==> config.mk <==
export PLATFORM = sky130hd
export DESIGN_NAME = rkce_ram
export DESIGN_NICKNAME = d
export VERILOG_FILES = /design/src/rtl/rkce_ram.sv
export SDC_FILE = /design/constraint.sdc
export NUM_CORES = 1
export LEC_CHECK = 0
export ABC_AREA = 1
export BUFFER_PORTS_ARGS = -buffer_cell sky130_fd_sc_hd__buf_2
export CAP_MARGIN = 20
export CORE_ASPECT_RATIO = 0.6
export CORE_MARGIN = 4
export CORE_UTILIZATION = 60
export CTS_BUF_LIST = sky130_fd_sc_hd__clkbuf_8
export CTS_CLUSTER_DIAMETER = 120
export DETAILED_ROUTE_END_ITERATION = 8
export PLACE_DENSITY = 0.76
export SYNTH_ARGS = -nofsm -noshare
export SYNTH_HDL_FRONTEND = slang
export SYNTH_SLANG_ARGS = --single-unit
==> constraint.sdc <==
create_clock -name clock -period 1.3 [get_ports clock]
set_input_delay 0.065 -clock clock [delete_from_list [all_inputs] [get_ports clock]]
set_output_delay 0.065 -clock clock [all_outputs]
set_load 0.02 [all_outputs]
==> src/rtl/rkce_ram.sv <==
`default_nettype none
// ----------------------------------------------------------------------------
// rkce_ram
// Generic single-write, single-read RAM with registered read data.
// ----------------------------------------------------------------------------
module rkce_ram #(
   parameter int WIDTH = 8,
   parameter int DEPTH = 16
) (
   input  logic                     clock,
   input  logic                     wr_en,
   input  logic [$clog2(DEPTH)-1:0] wr_addr,
   input  logic [WIDTH-1:0]         wr_data,
   input  logic [$clog2(DEPTH)-1:0] rd_addr,
   output logic [WIDTH-1:0]         rd_data
);
   logic [WIDTH-1:0] mem [DEPTH];

   always_ff @(posedge clock) begin
      if (wr_en) begin
         mem[wr_addr] <= wr_data;
      end
      rd_data <= mem[rd_addr];
   end
endmodule
`default_nettype wire

==> reports/results.ini <==
[run_status]
outcome=completed

[finish]
syn_to_final_growth_pct=12.8
drive_gt1_share_pct=12.8
nets=614
n_antenna_cell=0
nFillCells=674
final_cell_area_um2=6500
fin_util_pct=70.3

[global_routing]
antenna_found_initial=0
grt_pass1_wl_um=20200
grt_max_degree=39
first_global_vias=3669
grt_overflow=0
gr-usage-all-layers_pct=24.6

[timing]
finalHoldViolations=0
fmax_ghz=0.910
relSlewSlack_pct=73.0
tightest_slew_ns=0.405
worst_clock_skew_ns=0.00901
rsz0062_at_grt=false
slew_violations=0
setup_tns_ns=0
period_minus_slack_ns=1.10
finalSetupViolations=0
fin_crit_sh_pct=84.6

[clocking]
clkSinkCount=136
clock_path_buffers=2
cts-root-buf=clkbuf_8
cts_max_level=4
clk_pin_slew_ns=0.08
cts_made_buffers=17
postCtsSetupBuffers=0
cts_hold_buffers=1
cts.repair.resized=0
cts_tree=built
worstSkewPairLatency_ns=0.46

[synth]
synth_top_family_by_area=simple AND/OR/NAND/NOR gates
syn-num-nets=569
synthAdderAreaFrac_pct=0
yosysUniqueCellTypes=12
synthXorXnorAreaFrac_pct=0
mappedNetlistArea_um2=5770
ys_ff_latch=136
avgSynthCellArea_um2=10.5
synth-compound-area-share_pct=0
synth_mux_area_share_pct=0
synth_warnings=0
yosysSeqAreaShare_pct=69.4
synthSimpleGateAreaFrac_pct=21.0
synthCells=551

[setup_path]
crit_fanout=1
crit_chain=buf_2
crit_required_ns=1.24
crit_arrival_ns=1.03
cp.buffers_inverters=1
start_kind=flop
cpPeakStageDelay_ns=0.39
end_kind=output port
crit_family=flip-flops
slowest_stage=dfxtp_1
crit_type=flop to output port

[floorplan]
ios=26
start_util_pct=62.3
die_w_um=135
dieArea_um2=11300
rows=27
dieHeight_um=83.9
core_area_um2=9260

[place]
hpwl_um=8270
io_buffers=25
placed_cell_area_um2=6140
globalplace.congestion=0.828

[route]
drt-vias-per-instance=5.42
final_antenna_net_count=0
wl_per_cell_um=18.1
num_vias=4002
finalWirelength_um=13300
post-route-drc-count=0
dr.pass1.iters=6
drtIter0Drc=438

[hold_path]
min_path_type=input pin to flop

[pwr]
power.total_mw=8.78
powerDensity_nw_per_um2=1350
p_leak_nw=2.86
peakVddDrop_mv=1.34

[flow_run]
drv_cap=0

[cells in the mapped netlist]
| cell type | count | share of area, % |
|---|---|---|
| inv_1 | 100 | 6.5 |
| buf_6 | 6 | 1.2 |
| nand3b_1 | 2 | 0.26 |
| buf_4 | 4 | 0.52 |
| nand2_1 | 173 | 11 |
| edfxtp_1 | 128 | 67 |
| dfxtp_1 | 8 | 2.8 |
| nor2_1 | 17 | 1.1 |
| buf_1 | 1 | 0.065 |
| nand3_1 | 97 | 8.4 |
| buf_2 | 13 | 1.1 |
| inv_2 | 2 | 0.13 |
[layout make-up]
class	count	area, um^2	share of cell area [%]
inverters	102	383	5.89
clock inverters	14	118	1.81
flip-flops and latches	136	4000	61.6
clock buffers	17	234	3.60
repair buffers	50	390	6.00
multi-input cells	289	1210	18.7
well taps	130	163	2.50
[kinds of logic (layout without fill, tap and decap cells)]
| group | Yosys count | after routing |
|---|---|---|
| AND/OR/NAND/NOR | 289 | 289 |
| flip-flops | 136 | 136 |
| buffers and inverters | 126 | 183 |
[cells in the final DEF, fill, tap and decap left out]
cell type / instances
bufinv_16: 2
nand3b_1: 2
inv_1: 102
clkbuf_8: 17
nor2_1: 17
clkinv_2: 7
nand2_1: 173
edfxtp_1: 128
buf_12: 6
clkinvlp_4: 1
nand3_1: 97
dlygate4sd3_1: 1
clkinv_1: 2
buf_2: 25
inv_2: 2
dfxtp_1: 8
buf_4: 18
[registers in the layout (all words and copies together) (netlist names)]
signal   flops
mem        128
rd_data      8
[per-stage QoR]
| stage | setup WS, ns | hold slack [ns] | std cells |
|---|---|---|---|
| finish | 0.201 | 0.0212 | 738 |
| global route | 0.161 | 0.0149 | 738 |
| CTS | 0.197 | 0.0122 | 738 |
| detailed placement | 0.193 | 0.444 | 706 |
| global placement | 0.192 | 0.445 | 706 |
| floorplan | 0.284 | 0.164 | 551 |
[final timing paths]
check	startpoint	end	slack [ns]	cells past startpoint
worst max-delay path	rd_data[0]	rd_data[0]	0.20	1
worst min-delay path	wr_data[1]	mem[2][1]	0.02	1
worst min register to register	mem[12][5]	rd_data[5]	0.67	6
worst max register to register	mem[13][0]	rd_data[0]	0.26	6
[metal layers]
| metal | global-route usage, % | wire length (um) |
|---|---|---|
| met4 | 6.65 | 185 |
| met1 | 36.0 | 5770 |
| met5 | 0 | 0 |
| met3 | 9.88 | 1650 |
| met2 | 34.4 | 5720 |
[report_power, final]
part | internal, mW | switching (mW)
clock | 1.63 | 1.54
combinational | 0.204 | 0.464
sequential | 4.90 | 0.0329
Note: power is estimated with default switching activity, not from simulation.
